$ cat src/design/pidpc_pkg.sv
// Shared types and fixed constants of the PID position controller.
package pidpc_pkg;

   // Step time format: unsigned Q8.24 seconds
   localparam int DT_WIDTH = 32;
   localparam int DT_FRAC  = 24;

   // Register file layout
   localparam int NUM_REGS        = 7;
   localparam int REG_INDEX_WIDTH = 3;

   localparam logic [REG_INDEX_WIDTH-1:0] REG_PROP_GAIN     = 3'd0;
   localparam logic [REG_INDEX_WIDTH-1:0] REG_INTEG_GAIN    = 3'd1;
   localparam logic [REG_INDEX_WIDTH-1:0] REG_DERIV_GAIN    = 3'd2;
   localparam logic [REG_INDEX_WIDTH-1:0] REG_INTEG_FLOOR   = 3'd3;
   localparam logic [REG_INDEX_WIDTH-1:0] REG_INTEG_CEILING = 3'd4;
   localparam logic [REG_INDEX_WIDTH-1:0] REG_DRIVE_FLOOR   = 3'd5;
   localparam logic [REG_INDEX_WIDTH-1:0] REG_DRIVE_CEILING = 3'd6;

   // Sequencer states
   typedef enum logic [3:0] {
      ST_IDLE,
      ST_ERROR,
      ST_PREP,
      ST_SERIAL,
      ST_INTEG,
      ST_MAC_LOAD,
      ST_MAC_RUN,
      ST_EFFORT,
      ST_DONE
   } state_type;

endpackage

$ cat src/design/pid_position_controller.sv
// PID position controller: one joint, bit-serial multiply and divide datapath.
//
// A request carries setpoint, measured position (signed fixed point,
// FRAC_BITS fraction bits) and the step time (unsigned Q8.24 seconds).
// Each request gives exactly one response, the saturated drive effort.
// Gains and clamp limits sit in an APB-style register bank at byte address
// 4*i (8*i when DATA_WIDTH exceeds 32); write it only while idle.
// One request is worked on at a time: the result is loaded into the output
// register, the block returns to idle and only then takes a new request.
// The working time is set by the restoring divider for the derivative
// (DATA_WIDTH+25 quotient bits, one per cycle, with the integral product
// running beside it) and by the shared one-bit-per-cycle multiplier that
// then forms the three gain products in turn.
// Reset clears the integral and the last error and loads the default
// gains (zero) and limits (+-100.0, saturated to the data width).
// The result waits in an output register; while the receiver stalls the
// block still takes and works on the next request, and holds in its final
// state only if the earlier response has not yet been taken.
module pid_position_controller import pidpc_pkg::*; #(
   parameter int DATA_WIDTH = 32,
   parameter int FRAC_BITS = 16,
   localparam int CSR_WIDTH = (DATA_WIDTH > 32) ? 64 : 32,
   localparam int CSR_ADDR_WIDTH = REG_INDEX_WIDTH + ((DATA_WIDTH > 32) ? 3 : 2)
) (
   input  logic                         clock,
   input  logic                         reset,
   input  logic                         req_valid,
   output logic                         req_ready,
   input  logic signed [DATA_WIDTH-1:0] req_setpoint,
   input  logic signed [DATA_WIDTH-1:0] req_measured,
   input  logic        [DT_WIDTH-1:0]   req_step_time,
   output logic                         rsp_valid,
   input  logic                         rsp_ready,
   output logic signed [DATA_WIDTH-1:0] rsp_effort,
   input  logic                         csr_psel,
   input  logic                         csr_penable,
   input  logic                         csr_pwrite,
   input  logic [CSR_ADDR_WIDTH-1:0]    csr_paddr,
   input  logic [CSR_WIDTH-1:0]         csr_pwdata,
   output logic [CSR_WIDTH-1:0]         csr_prdata,
   output logic                         csr_pready
);

   localparam int DW            = DATA_WIDTH;
   localparam int STRIDE_BITS   = CSR_ADDR_WIDTH - REG_INDEX_WIDTH;
   localparam int PROD_WIDTH    = DW + DT_WIDTH + 1;
   localparam int GSUM_WIDTH    = 2 * DW + 2;
   localparam int MUL_WIDTH     = (PROD_WIDTH > GSUM_WIDTH) ? PROD_WIDTH : GSUM_WIDTH;
   localparam int MPLIER_WIDTH  = (DW > DT_WIDTH) ? DW : DT_WIDTH;
   localparam int MUL_CNT_WIDTH = $clog2(MPLIER_WIDTH + 1);
   localparam int NUM_WIDTH     = DW + 1 + DT_FRAC;
   localparam int DIV_CNT_WIDTH = $clog2(NUM_WIDTH + 1);
   localparam int STEP_WIDTH    = PROD_WIDTH - DT_FRAC;
   localparam int ISUM_WIDTH    = STEP_WIDTH + 1;

   localparam logic signed [DW-1:0] SMAX = {1'b0, {(DW-1){1'b1}}};
   localparam logic signed [DW-1:0] SMIN = {1'b1, {(DW-1){1'b0}}};

   // Reset limits of +-100.0, saturated to the data width
   localparam longint HUNDRED    = 64'sd100 <<< FRAC_BITS;
   localparam longint SMAX_LONG  = (64'sd1 <<< (DW - 1)) - 64'sd1;
   localparam logic signed [DW-1:0] RST_CEILING =
      DW'((HUNDRED > SMAX_LONG) ? SMAX_LONG : HUNDRED);
   localparam logic signed [DW-1:0] RST_FLOOR =
      DW'((HUNDRED > SMAX_LONG) ? (-SMAX_LONG - 64'sd1) : -HUNDRED);

   // Gain products, taken in this order
   localparam logic [1:0] TERM_PROP  = 2'd0;
   localparam logic [1:0] TERM_INTEG = 2'd1;
   localparam logic [1:0] TERM_DERIV = 2'd2;

   state_type state_ff, state_in;

   // Register bank
   logic signed [DW-1:0] prop_gain_ff, prop_gain_in;
   logic signed [DW-1:0] integ_gain_ff, integ_gain_in;
   logic signed [DW-1:0] deriv_gain_ff, deriv_gain_in;
   logic signed [DW-1:0] integ_floor_ff, integ_floor_in;
   logic signed [DW-1:0] integ_ceiling_ff, integ_ceiling_in;
   logic signed [DW-1:0] drive_floor_ff, drive_floor_in;
   logic signed [DW-1:0] drive_ceiling_ff, drive_ceiling_in;

   // Request payload
   logic signed [DW-1:0]       setpoint_ff, measured_ff;
   logic        [DT_WIDTH-1:0] step_time_ff;

   // Controller state and intermediate values
   logic signed [DW-1:0] err_ff, err_in;
   logic signed [DW-1:0] last_err_ff, last_err_in;
   logic signed [DW-1:0] integ_ff, integ_in;
   logic signed [DW-1:0] deriv_ff, deriv_in;
   logic signed [DW-1:0] eff_ff, eff_in;
   logic                 diff_neg_ff, diff_neg_in;
   logic [1:0]           term_ff, term_in;

   // Shift-add multiplier
   logic signed [MUL_WIDTH-1:0] mul_acc_ff, mul_acc_in;
   logic [MUL_WIDTH-1:0]        mul_mcand_ff, mul_mcand_in;
   logic [MPLIER_WIDTH-1:0]     mul_mplier_ff, mul_mplier_in;
   logic [MUL_CNT_WIDTH-1:0]    mul_left_ff, mul_left_in;
   logic                        mul_signed_ff, mul_signed_in;

   // Restoring divider
   logic [NUM_WIDTH-1:0]     div_num_ff, div_num_in;
   logic [DT_WIDTH-1:0]      div_rem_ff, div_rem_in;
   logic [DIV_CNT_WIDTH-1:0] div_left_ff, div_left_in;

   // Response register
   logic                 rsp_valid_ff, rsp_valid_in;
   logic signed [DW-1:0] rsp_effort_ff, rsp_effort_in;

   logic req_take;
   logic rsp_load;
   logic csr_write;
   logic [REG_INDEX_WIDTH-1:0] csr_index;
   logic signed [DW-1:0] csr_value;

   logic signed [DW:0]          err_raw;
   logic signed [DW-1:0]        err_sat;
   logic signed [DW:0]          err_diff;
   logic [DW:0]                 err_mag;
   logic signed [MUL_WIDTH-1:0] mul_sum;
   logic                        mul_busy;
   logic [DT_WIDTH:0]           div_trial;
   logic                        div_fits;
   logic [DT_WIDTH-1:0]         div_rem_next;
   logic                        div_busy;
   logic signed [PROD_WIDTH-1:0] int_prod;
   logic signed [STEP_WIDTH-1:0] int_step;
   logic signed [ISUM_WIDTH-1:0] int_sum;
   logic [ISUM_WIDTH-DW:0]       int_top;
   logic signed [DW-1:0]         int_sat;
   logic                         quot_big;
   logic [DW-1:0]                quot_low;
   logic signed [DW-1:0]         deriv_val;
   logic signed [MUL_WIDTH-1:0]  eff_shift;
   logic [MUL_WIDTH-DW:0]        eff_top;
   logic signed [DW-1:0]         eff_sat;

   // Raise to the floor first, then lower to the ceiling
   function automatic logic signed [DW-1:0] clamp_value(
      input logic signed [DW-1:0] value,
      input logic signed [DW-1:0] floor_v,
      input logic signed [DW-1:0] ceil_v
   );
      logic signed [DW-1:0] res;
      res = (value < floor_v) ? floor_v : value;
      res = (res > ceil_v) ? ceil_v : res;
      return res;
   endfunction

   // Configuration port
   assign csr_pready = 1'b1;
   assign csr_write  = csr_psel && csr_penable && csr_pwrite;
   assign csr_index  = csr_paddr[CSR_ADDR_WIDTH-1:STRIDE_BITS];
   assign csr_value  = csr_pwdata[DW-1:0];

   always_comb begin
      prop_gain_in     = prop_gain_ff;
      integ_gain_in    = integ_gain_ff;
      deriv_gain_in    = deriv_gain_ff;
      integ_floor_in   = integ_floor_ff;
      integ_ceiling_in = integ_ceiling_ff;
      drive_floor_in   = drive_floor_ff;
      drive_ceiling_in = drive_ceiling_ff;
      if (csr_write) begin
         case (csr_index)
            REG_PROP_GAIN:     prop_gain_in     = csr_value;
            REG_INTEG_GAIN:    integ_gain_in    = csr_value;
            REG_DERIV_GAIN:    deriv_gain_in    = csr_value;
            REG_INTEG_FLOOR:   integ_floor_in   = csr_value;
            REG_INTEG_CEILING: integ_ceiling_in = csr_value;
            REG_DRIVE_FLOOR:   drive_floor_in   = csr_value;
            REG_DRIVE_CEILING: drive_ceiling_in = csr_value;
            default:           prop_gain_in     = prop_gain_ff;
         endcase
      end
   end

   // Read back, sign extended to the bus
   always_comb begin
      case (csr_index)
         REG_PROP_GAIN:     csr_prdata = CSR_WIDTH'(prop_gain_ff);
         REG_INTEG_GAIN:    csr_prdata = CSR_WIDTH'(integ_gain_ff);
         REG_DERIV_GAIN:    csr_prdata = CSR_WIDTH'(deriv_gain_ff);
         REG_INTEG_FLOOR:   csr_prdata = CSR_WIDTH'(integ_floor_ff);
         REG_INTEG_CEILING: csr_prdata = CSR_WIDTH'(integ_ceiling_ff);
         REG_DRIVE_FLOOR:   csr_prdata = CSR_WIDTH'(drive_floor_ff);
         REG_DRIVE_CEILING: csr_prdata = CSR_WIDTH'(drive_ceiling_ff);
         default:           csr_prdata = '0;
      endcase
   end

   // Next state
   always_comb begin
      state_in = state_ff;
      case (state_ff)
         ST_IDLE:     if (req_valid) state_in = ST_ERROR;
         ST_ERROR:    state_in = ST_PREP;
         ST_PREP:     state_in = ST_SERIAL;
         ST_SERIAL:   if (!mul_busy && !div_busy) state_in = ST_INTEG;
         ST_INTEG:    state_in = ST_MAC_LOAD;
         ST_MAC_LOAD: state_in = ST_MAC_RUN;
         ST_MAC_RUN: begin
            if (!mul_busy) state_in = (term_ff == TERM_DERIV) ? ST_EFFORT : ST_MAC_LOAD;
         end
         ST_EFFORT:   state_in = ST_DONE;
         ST_DONE:     if (!rsp_valid_ff || rsp_ready) state_in = ST_IDLE;
         default:     state_in = ST_IDLE;
      endcase
   end

   // Sequencer outputs
   always_comb begin
      req_ready = 1'b0;
      rsp_load  = 1'b0;
      case (state_ff)
         ST_IDLE: req_ready = 1'b1;
         ST_DONE: rsp_load  = !rsp_valid_ff || rsp_ready;
         default: begin
            req_ready = 1'b0;
            rsp_load  = 1'b0;
         end
      endcase
   end

   assign req_take = req_valid && req_ready;

   // Saturated error and its change since the last request
   assign err_raw  = (DW+1)'(setpoint_ff) - (DW+1)'(measured_ff);
   assign err_sat  = (err_raw[DW] != err_raw[DW-1]) ? (err_raw[DW] ? SMIN : SMAX)
                                                     : err_raw[DW-1:0];
   assign err_diff = (DW+1)'(err_ff) - (DW+1)'(last_err_ff);
   assign err_mag  = err_diff[DW] ? (DW+1)'(-err_diff) : err_diff;

   // One multiplier bit per cycle; the multiplier's sign bit subtracts
   assign mul_busy = (mul_left_ff != '0);
   assign mul_sum  = !mul_mplier_ff[0] ? mul_acc_ff :
                     (mul_signed_ff && mul_left_ff == MUL_CNT_WIDTH'(1))
                        ? mul_acc_ff - $signed(mul_mcand_ff)
                        : mul_acc_ff + $signed(mul_mcand_ff);

   // One quotient bit per cycle
   assign div_busy     = (div_left_ff != '0);
   assign div_trial    = {div_rem_ff, div_num_ff[NUM_WIDTH-1]};
   assign div_fits     = div_trial >= {1'b0, step_time_ff};
   assign div_rem_next = div_fits ? DT_WIDTH'(div_trial - {1'b0, step_time_ff})
                                  : div_trial[DT_WIDTH-1:0];

   // Integral update: floor shift, saturate, then anti-windup clamp
   assign int_prod = mul_acc_ff[PROD_WIDTH-1:0];
   assign int_step = STEP_WIDTH'(int_prod >>> DT_FRAC);
   assign int_sum  = ISUM_WIDTH'(int_step) + ISUM_WIDTH'(integ_ff);
   assign int_top  = int_sum[ISUM_WIDTH-1:DW-1];
   assign int_sat  = (&int_top || ~|int_top) ? int_sum[DW-1:0]
                                             : (int_sum[ISUM_WIDTH-1] ? SMIN : SMAX);

   // Derivative: signed, saturated quotient; zero for a zero step time
   assign quot_big  = |div_num_ff[NUM_WIDTH-1:DW-1];
   assign quot_low  = div_num_ff[DW-1:0];
   assign deriv_val = (step_time_ff == '0) ? '0 :
                      diff_neg_ff ? (quot_big ? SMIN : -$signed(quot_low))
                                  : (quot_big ? SMAX : $signed(quot_low));

   // Effort: floor shift of the product sum, saturate
   assign eff_shift = mul_acc_ff >>> FRAC_BITS;
   assign eff_top   = eff_shift[MUL_WIDTH-1:DW-1];
   assign eff_sat   = (&eff_top || ~|eff_top) ? eff_shift[DW-1:0]
                                              : (eff_shift[MUL_WIDTH-1] ? SMIN : SMAX);

   // Datapath
   always_comb begin
      err_in        = err_ff;
      last_err_in   = last_err_ff;
      integ_in      = integ_ff;
      deriv_in      = deriv_ff;
      eff_in        = eff_ff;
      diff_neg_in   = diff_neg_ff;
      term_in       = term_ff;
      mul_acc_in    = mul_acc_ff;
      mul_mcand_in  = mul_mcand_ff;
      mul_mplier_in = mul_mplier_ff;
      mul_left_in   = mul_left_ff;
      mul_signed_in = mul_signed_ff;
      div_num_in    = div_num_ff;
      div_rem_in    = div_rem_ff;
      div_left_in   = div_left_ff;
      case (state_ff)
         ST_ERROR: err_in = err_sat;
         ST_PREP: begin
            // load divider with |diff| << 24 and multiplier with err * dt
            last_err_in   = err_ff;
            diff_neg_in   = err_diff[DW];
            div_num_in    = {err_mag, {DT_FRAC{1'b0}}};
            div_rem_in    = '0;
            div_left_in   = DIV_CNT_WIDTH'(NUM_WIDTH);
            mul_acc_in    = '0;
            mul_mcand_in  = MUL_WIDTH'(err_ff);
            mul_mplier_in = MPLIER_WIDTH'(step_time_ff);
            mul_left_in   = MUL_CNT_WIDTH'(DT_WIDTH);
            mul_signed_in = 1'b0;
         end
         ST_SERIAL, ST_MAC_RUN: begin
            if (mul_busy) begin
               mul_acc_in    = mul_sum;
               mul_mcand_in  = {mul_mcand_ff[MUL_WIDTH-2:0], 1'b0};
               mul_mplier_in = {1'b0, mul_mplier_ff[MPLIER_WIDTH-1:1]};
               mul_left_in   = mul_left_ff - MUL_CNT_WIDTH'(1);
            end else if (state_ff == ST_MAC_RUN) begin
               term_in = term_ff + 2'd1;
            end
            if (div_busy && state_ff == ST_SERIAL) begin
               div_rem_in  = div_rem_next;
               div_num_in  = {div_num_ff[NUM_WIDTH-2:0], div_fits};
               div_left_in = div_left_ff - DIV_CNT_WIDTH'(1);
            end
         end
         ST_INTEG: begin
            integ_in = clamp_value(int_sat, integ_floor_ff, integ_ceiling_ff);
            deriv_in = deriv_val;
            term_in  = TERM_PROP;
         end
         ST_MAC_LOAD: begin
            // accumulate gain * operand for the current term
            mul_left_in   = MUL_CNT_WIDTH'(DW);
            mul_signed_in = 1'b1;
            case (term_ff)
               TERM_PROP: begin
                  mul_acc_in    = '0;
                  mul_mcand_in  = MUL_WIDTH'(err_ff);
                  mul_mplier_in = MPLIER_WIDTH'($unsigned(prop_gain_ff));
               end
               TERM_INTEG: begin
                  mul_mcand_in  = MUL_WIDTH'(integ_ff);
                  mul_mplier_in = MPLIER_WIDTH'($unsigned(integ_gain_ff));
               end
               default: begin
                  mul_mcand_in  = MUL_WIDTH'(deriv_ff);
                  mul_mplier_in = MPLIER_WIDTH'($unsigned(deriv_gain_ff));
               end
            endcase
         end
         ST_EFFORT: eff_in = clamp_value(eff_sat, drive_floor_ff, drive_ceiling_ff);
         default: err_in = err_ff;
      endcase
   end

   // Response register: load when free or being taken, drop once taken
   assign rsp_valid_in  = rsp_load ? 1'b1 : (rsp_ready ? 1'b0 : rsp_valid_ff);
   assign rsp_effort_in = rsp_load ? eff_ff : rsp_effort_ff;
   assign rsp_valid     = rsp_valid_ff;
   assign rsp_effort    = rsp_effort_ff;

   // Control state
   always_ff @(posedge clock) begin
      if (reset) begin
         state_ff         <= ST_IDLE;
         rsp_valid_ff     <= 1'b0;
         prop_gain_ff     <= '0;
         integ_gain_ff    <= '0;
         deriv_gain_ff    <= '0;
         integ_floor_ff   <= RST_FLOOR;
         integ_ceiling_ff <= RST_CEILING;
         drive_floor_ff   <= RST_FLOOR;
         drive_ceiling_ff <= RST_CEILING;
         integ_ff         <= '0;
         last_err_ff      <= '0;
         mul_left_ff      <= '0;
         div_left_ff      <= '0;
         term_ff          <= TERM_PROP;
      end else begin
         state_ff         <= state_in;
         rsp_valid_ff     <= rsp_valid_in;
         prop_gain_ff     <= prop_gain_in;
         integ_gain_ff    <= integ_gain_in;
         deriv_gain_ff    <= deriv_gain_in;
         integ_floor_ff   <= integ_floor_in;
         integ_ceiling_ff <= integ_ceiling_in;
         drive_floor_ff   <= drive_floor_in;
         drive_ceiling_ff <= drive_ceiling_in;
         integ_ff         <= integ_in;
         last_err_ff      <= last_err_in;
         mul_left_ff      <= mul_left_in;
         div_left_ff      <= div_left_in;
         term_ff          <= term_in;
      end
   end

   // Payload and datapath registers
   always_ff @(posedge clock) begin
      if (req_take) begin
         setpoint_ff  <= req_setpoint;
         measured_ff  <= req_measured;
         step_time_ff <= req_step_time;
      end
      err_ff        <= err_in;
      deriv_ff      <= deriv_in;
      eff_ff        <= eff_in;
      diff_neg_ff   <= diff_neg_in;
      mul_acc_ff    <= mul_acc_in;
      mul_mcand_ff  <= mul_mcand_in;
      mul_mplier_ff <= mul_mplier_in;
      mul_signed_ff <= mul_signed_in;
      div_num_ff    <= div_num_in;
      div_rem_ff    <= div_rem_in;
      rsp_effort_ff <= rsp_effort_in;
   end

endmodule

$ cat config.mk
export PLATFORM = sky130hd
export DESIGN_NAME = pid_position_controller
export DESIGN_NICKNAME = d
export VERILOG_FILES = /design/src/design/pidpc_pkg.sv /design/src/design/pid_position_controller.sv
export SDC_FILE = /design/constraint.sdc
export NUM_CORES = 2
export LEC_CHECK = 0
export BUFFER_PORTS_ARGS = -buffer_cell sky130_fd_sc_hd__buf_2
export CAP_MARGIN = 20
export CELL_PAD_IN_SITES_DETAIL_PLACEMENT = 1
export CELL_PAD_IN_SITES_GLOBAL_PLACEMENT = 2
export CORE_UTILIZATION = 43
export CTS_CLUSTER_SIZE = 16
export DETAILED_ROUTE_END_ITERATION = 6
export PLACE_DENSITY_LB_ADDON = 0.1
export SLEW_MARGIN = 20
export SYNTH_ARGS = -nofsm -noshare
export SYNTH_HDL_FRONTEND = slang
export SYNTH_SLANG_ARGS = --single-unit
$ cat constraint.sdc
create_clock -name clock -period 15.82 [get_ports clock]
set_input_delay 3.164 -clock clock [delete_from_list [all_inputs] [get_ports clock]]
set_output_delay 3.164 -clock clock [all_outputs]
set_load 0.03 [all_outputs]
# Word-level counts from Yosys, hierarchy flattened
# Cells that the tools add are included.
[word_totals] in_bits=140 ff_bits=786 out_inout_bits=67 elab_cells=167
[classes] reduce_logical=46 magnitude_cmp=5 n_eq_ne=28 muxes=49 add_sub_neg=11
[op_table] cell="$mux W32" n=16
[op_table] cell="$pmux W66 S3" n=2
[op_table] cell="$mux W66" n=5
[op_table] cell="$pmux W32 S7" n=1
[op_table] cell="$pmux W66 S2" n=1
[op_table] cell="$pmux W32 S2" n=2
[op_table] cell="$pmux W57 S2" n=1
[op_table] cell="$pmux W32 S3" n=1
[op_table] cell="$add A66 B66 Y66" n=1
[op_table] cell="$sub A32 B32 Y33" n=2
[op_table] cell="$sub A66 B66 Y66" n=1
[op_table] cell="$gt A32 B32 Y1" n=2
[op_table] cell="$lt A32 B32 Y1" n=2
[op_table] cell="$mux W57" n=1
[op_table] cell="$add A41 B32 Y42" n=1
[op_table] cell="$pmux W4 S9" n=1
[op_table] cell="$ge A33 B32 Y1" n=1
[op_table] cell="$mux W33" n=1
[op_table] cell="$neg A33 Y33" n=1
[op_table] cell="$logic_not A32 Y1" n=1
[op_table] cell="$neg A32 Y32" n=1
[op_table] cell="$sub A32 B32 Y32" n=1
[op_table] cell="$reduce_or A26 Y1" n=1
[op_table] cell="$pmux W6 S2" n=2
[op_table] cell="37 further kinds" n=90

# Depth between registers and ports, before layout
[depth] depth_word=9 mapped_depth=43 depth_no_buf=40

# Least setup slack after synthesis
# No wires, ideal clock.
[synth_timing] kind="register to register" from="register integ_ff[31]" to="register integ_ff[31]" path_buffers=5 setup_time_ps=58 path_stages_with_launch=38 arrival_time_ps=8376 path_slack_ps=7386 required_ps=15762 period_less_slack_ps=8434 cell_sequence="dfxtp_1 -> ha_1 -> buf_2 -> a211oi_2 -> o21bai_1 -> a211o_1 -> a21o_1 -> o311a_1 -> a2111oi_2 -> nand4bb_1 -> o31a_1 -> clkbuf_1 -> o21ai_0 -> ha_1 -> a21o_1 -> a21o_1 -> a21oi_1 -> o21ai_0 -> [2 not listed] -> a2111oi_0 -> a31oi_4 -> buf_12 -> mux2_4 -> ha_1 -> a21o_1 -> a21o_1 -> a21o_1 -> a21oi_1 -> nor2b_1 -> o21ai_0 -> nor3b_1 -> o22ai_1 -> o311a_1 -> clkbuf_1 -> nor3_1 -> clkbuf_1 -> a21o_1"
[synth_between] elab_chain_len=9 elab_cells_between_ends=11 classes_between="1 x add/sub; 2 x order compare; 4 x mux; 4 x reduce/logical"
[synth_rtl] element="from (decl)" line_no="pid_position_controller.sv:90" text="logic signed [DW-1:0] integ_ff, integ_in;"
[synth_rtl] element="from (signal assigned)" line_no="pid_position_controller.sv:381" text="integ_ff <= integ_in;"
[synth_rtl] element="$add A41 B32 Y42 (*)" line_no="pid_position_controller.sv:253" text="assign int_sum = ISUM_WIDTH'(int_step) + ISUM_WIDTH'(integ_ff);"
[synth_rtl] element="$reduce_or A11 Y1" line_no="pid_position_controller.sv:255" text="assign int_sat = (&int_top || ~|int_top) ? int_sum[DW-1:0]"
[synth_rtl] element="$logic_not A1 Y1" line_no="pid_position_controller.sv:255"
[synth_rtl] element="$logic_or A1 B1 Y1" line_no="pid_position_controller.sv:255"
[synth_rtl] element="$mux W32 (*)" line_no="pid_position_controller.sv:255"
[synth_rtl] element="$lt A32 B32 Y1" line_no="pid_position_controller.sv:147" text="res = (value < floor_v) ? floor_v : value;"
[synth_rtl] element="$mux W32 (*)" line_no="pid_position_controller.sv:147"
[synth_rtl] element="$gt A32 B32 Y1" line_no="pid_position_controller.sv:148" text="res = (res > ceil_v) ? ceil_v : res;"
[synth_rtl] element="$mux W32 (*)" line_no="pid_position_controller.sv:148"
# Every way passes the cells marked *; elsewhere a longest branch is shown, timed or not.
# A chain may end at the register's enable or synchronous reset.

# Worst setup path after layout
[layout_timing] from="register mul_acc_ff[24]" to="register integ_ff[15]"
[layout_between] elab_chain_len=9 elab_cells_between_ends=11 classes_between="1 x add/sub; 2 x order compare; 4 x mux; 4 x reduce/logical"
[layout_rtl] element="from (decl)" line_no="pid_position_controller.sv:97" text="logic signed [MUL_WIDTH-1:0] mul_acc_ff, mul_acc_in;"
[layout_rtl] element="from (signal assigned)" line_no="pid_position_controller.sv:400" text="mul_acc_ff <= mul_acc_in;"
[layout_rtl] element="$add A41 B32 Y42 (*)" line_no="pid_position_controller.sv:253"
[layout_rtl] element="$reduce_or A11 Y1" line_no="pid_position_controller.sv:255"
[layout_rtl] element="$logic_not A1 Y1" line_no="pid_position_controller.sv:255"
[layout_rtl] element="$logic_or A1 B1 Y1" line_no="pid_position_controller.sv:255"
[layout_rtl] element="$mux W32 (*)" line_no="pid_position_controller.sv:255"
[layout_rtl] element="$lt A32 B32 Y1" line_no="pid_position_controller.sv:147"
[layout_rtl] element="$mux W32 (*)" line_no="pid_position_controller.sv:147"
[layout_rtl] element="$gt A32 B32 Y1" line_no="pid_position_controller.sv:148"
[layout_rtl] element="$mux W32 (*)" line_no="pid_position_controller.sv:148"
# Marked as above.

==> flow_summary.yaml <==
hold_path:
  hold_path_depth: 0
  min_from: "eff_ff[10]$_DFFE_PP_"
  hp-class: "reg -> reg"
  whs_endpoint: "rsp_effort[10]$_DFFE_PP_"
clock_tree:
  cts-resized-gates: 0
  numCtsBuffers: 95
  clk_pin_slew_ps: 60
  cts_sinks: 786
  postCtsSetupRepairBufs: 0
  root_buffer: "clkbuf_16"
  insertion_delay_ps: 720
  cts_tree: "built"
  ctsHoldBuffers: 0
  cts.path.max_buffers: 3
  cts_htree_levels: 3
sta:
  max_freq_ghz: 0.0923
  timing.slew.headroom_pct: 22.7
  fin_skew_ps: 52.7
  worst_pin_slew_ps: 1160
  tns_ps: 0
  min_period_ps: 10830
  fin_hold_ws_ps: 412
  setup_violations: 0
  fin_ws_ps: 4990
  final_hold_viol_count: 0
  rsz0062_at_grt: "no"
  finalCritPeriodShare_pct: 68.5
  finalMaxSlewViolations: 0
grt:
  grt_pass1_vias: 42100
  grt_pass1_wl_mm: 263
  antenna_found_initial: 8
  grt_max_degree: 94
  gr-total-overflow: 0
  track_usage_pct: 29.4
pwr:
  p_per_area_nw_per_um2: 155
  p_leak_nw: 21.7
  irDropWorstVdd_mv: 0.104
  power.total_w: 0.00861
worst_setup_path:
  crit_slowest_cell: "o311a_2"
  cp_max_fo: 34
  crit_start: "mul_acc_ff[24]$_SDFFCE_PP0P_"
  rr_worst_depth: 40
  r2r-start: "mul_acc_ff[24]$_SDFFCE_PP0P_"
  path_class: "reg -> reg"
  worstPathRequired_ps: 16410
  r2r_setup_slack_ps: 4990
  arrival_ps: 11420
  rr_endpoint: "integ_ff[15]$_SDFFE_PP0P_"
  endpoint_kind: "flip-flop"
  critPathLaunchType: "flip-flop"
  slowest_delay_ps: 810
die:
  start_util_pct: 43.6
  io-pin-count: 207
  die-area_um2: 118000
  std_cell_rows: 124
  die_h_um: 343
  coreArea_um2: 115000
  die_x_um: 343
drt:
  vias_per_cell: 5.92
  num_vias: 42100
  drt-initial-drc-count: 2962
  drtPass1Iterations: 5
  wl_per_cell_um: 24.6
  drc: 0
  wl_mm: 175
  ant_nets: 0
cells_and_area:
  reg_top3: "mul_acc_ff: 66 flops, mul_mcand_ff: 66 flops, div_num_ff: 57 flops"
  multiInputGateArea_um2: 27400
  ff_latch_area_um2: 20500
  mostFrequentLayoutCells: "730 x nand2_1, 555 x a21oi_1, 479 x edfxtp_1"
  areaGrowthSynthToFinish_pct: 11.0
  finalNetCount: 6006
  final_common_cell: "nand2_1"
  fill_cells: 13200
  drive_gt1_share_pct: 11.2
synthesis:
  synth_nets: 5935
  yosysTopAreaCellShare_pct: 28.7
  synth_cell_types: 110
  synth-compound-area-share_pct: 20.6
  synthArstFlopShare_pct: 0
  synth_top_family_by_area: "compound AO/OA/AOI/OAI gates"
  synth_xor_area_share_pct: 4.90
  avgSynthCellArea_um2: 9.19
  yosysSeqAreaShare_pct: 41.0
  synth_mux_area_share_pct: 4.80
  mappedNetlistArea_um2: 50100
  synth_warnings: 0
  synth-edff-count: 479
  synthTopCellsByArea: "edfxtp_1 29%, dfxtp_1 12%, ha_1 8.4%, a21oi_1 5.5%, nand2_1 5.5%"
  ys_ff_latch: 786
  synth_flop_cell: "edfxtp_1"
  synth_fa_ha_area_share_pct: 8.82
  synth_simple_gate_area_share_pct: 15.4
  yosysTopAreaCell: "edfxtp_1"
  syn_inst: 5452
place:
  dpl.hpwl_mm: 129
  io_buffers: 203
  gp_congestion: 0.931
  dp_slack_ps: 5060
job:
  cap_violations: 0
status:
  status: "finished clean"
layout make-up:
class | count | share of cell area [%]
clock buffers | 119 | 4.64
diodes | 3 | 0.0135
repair buffers | 260 | 2.67
flip-flops and latches | 786 | 36.9
clock inverters | 59 | 1.04
inverters | 295 | 2.00
multi-input cells | 4085 | 49.3
well taps | 1512 | 3.40
per-stage QoR:
stage,utilization [%],instances,area [um^2]
3_5_place_dp,45.6,6936,52400
4_1_cts,48.3,7114,55500
6_report,48.4,7119,55600
5_1_grt,48.4,7117,55600
3_3_place_gp,45.6,6936,52400
2_1_floorplan,-,5452,50100
power breakdown:
group          internal [W]  total [W]  leakage, nW  switching (W)
logic               0.00136    0.00340         13.2        0.00204
registers           0.00266    0.00297         6.94       0.000313
clock network       0.00129    0.00224         1.53       0.000951
logic make-up after synthesis:
family | Yosys count
and+or+nand+nor | 1685
AOI/OAI and AO/OA | 1565
DFF | 786
buffers and inverters | 581
adders and majority gates | 352
xor gates and xnor gates | 280
muxes | 202
other | 1
cells in the mapped netlist (15+ instances only):
cell type    n
inv_1      293
mux2_4      29
or2_2       15
nor3_1      94
nor3b_1     19
nand3_1     50
ha_1       338
edfxtp_1   479
nor4_1      42
nor2b_1     48
a211oi_1    26
a21o_1     206
o21a_1      35
xor2_1     124
and3_1      56
nor2_1     401
dfxtp_1    307
clkbuf_1   248
and2_1      39
buf_1       18
mux2i_1     82
nand2_1    733
a41oi_1     34
o31ai_1     23
mux2_2      79
a21bo_1     30
o21bai_1    22
o22a_1      20
xnor2_1    156
o211ai_1    51
a31oi_1     40
a22oi_1     71
or3_1       16
o21ai_1     16
o21ai_0    228
nand4_1     53
nand2b_1    68
a221o_1     70
a21oi_1    555
critical path, delay by kind of cell (launching register included):
kind / cells / cell delay [ps]
AO/OA/AOI/OAI: 23 / 6510
adder cells (fa/ha/maj): 4 / 1310
buffers and inverters: 3 / 860
AND/OR/NAND/NOR: 8 / 860
flip-flops: 1 / 520
multiplexers: 1 / 360
XOR/XNOR: 1 / 210
per-layer routing:
metal | wire [um] | share of wire, % | vias to the layer above | global-route usage (%)
met1 | 80900 | 46 | 20900 | 40.8
met4 | 6980 | 4.0 | 0 | 11.0
li1 | - | - | 19900 | -
met5 | 0 | 0 | - | 0
met2 | 79600 | 45 | 1042 | 47.0
met3 | 8040 | 4.6 | 245 | 3.37
worst max path at each step:
stage	to	cells after the start
final	integ_ff[15]$_SDFFE_PP0P_	40
after global routing	integ_ff[16]$_SDFFE_PP0P_	39
after CTS	integ_ff[8]$_SDFFE_PP0P_	39
after detailed placement	integ_ff[26]$_SDFFE_PP0P_	39
after global placement	integ_ff[29]$_SDFFE_PP0P_	39
after floorplan	integ_ff[31]$_SDFFE_PP0P_	37
No activity file was read; power rests on OpenSTA's default activity.
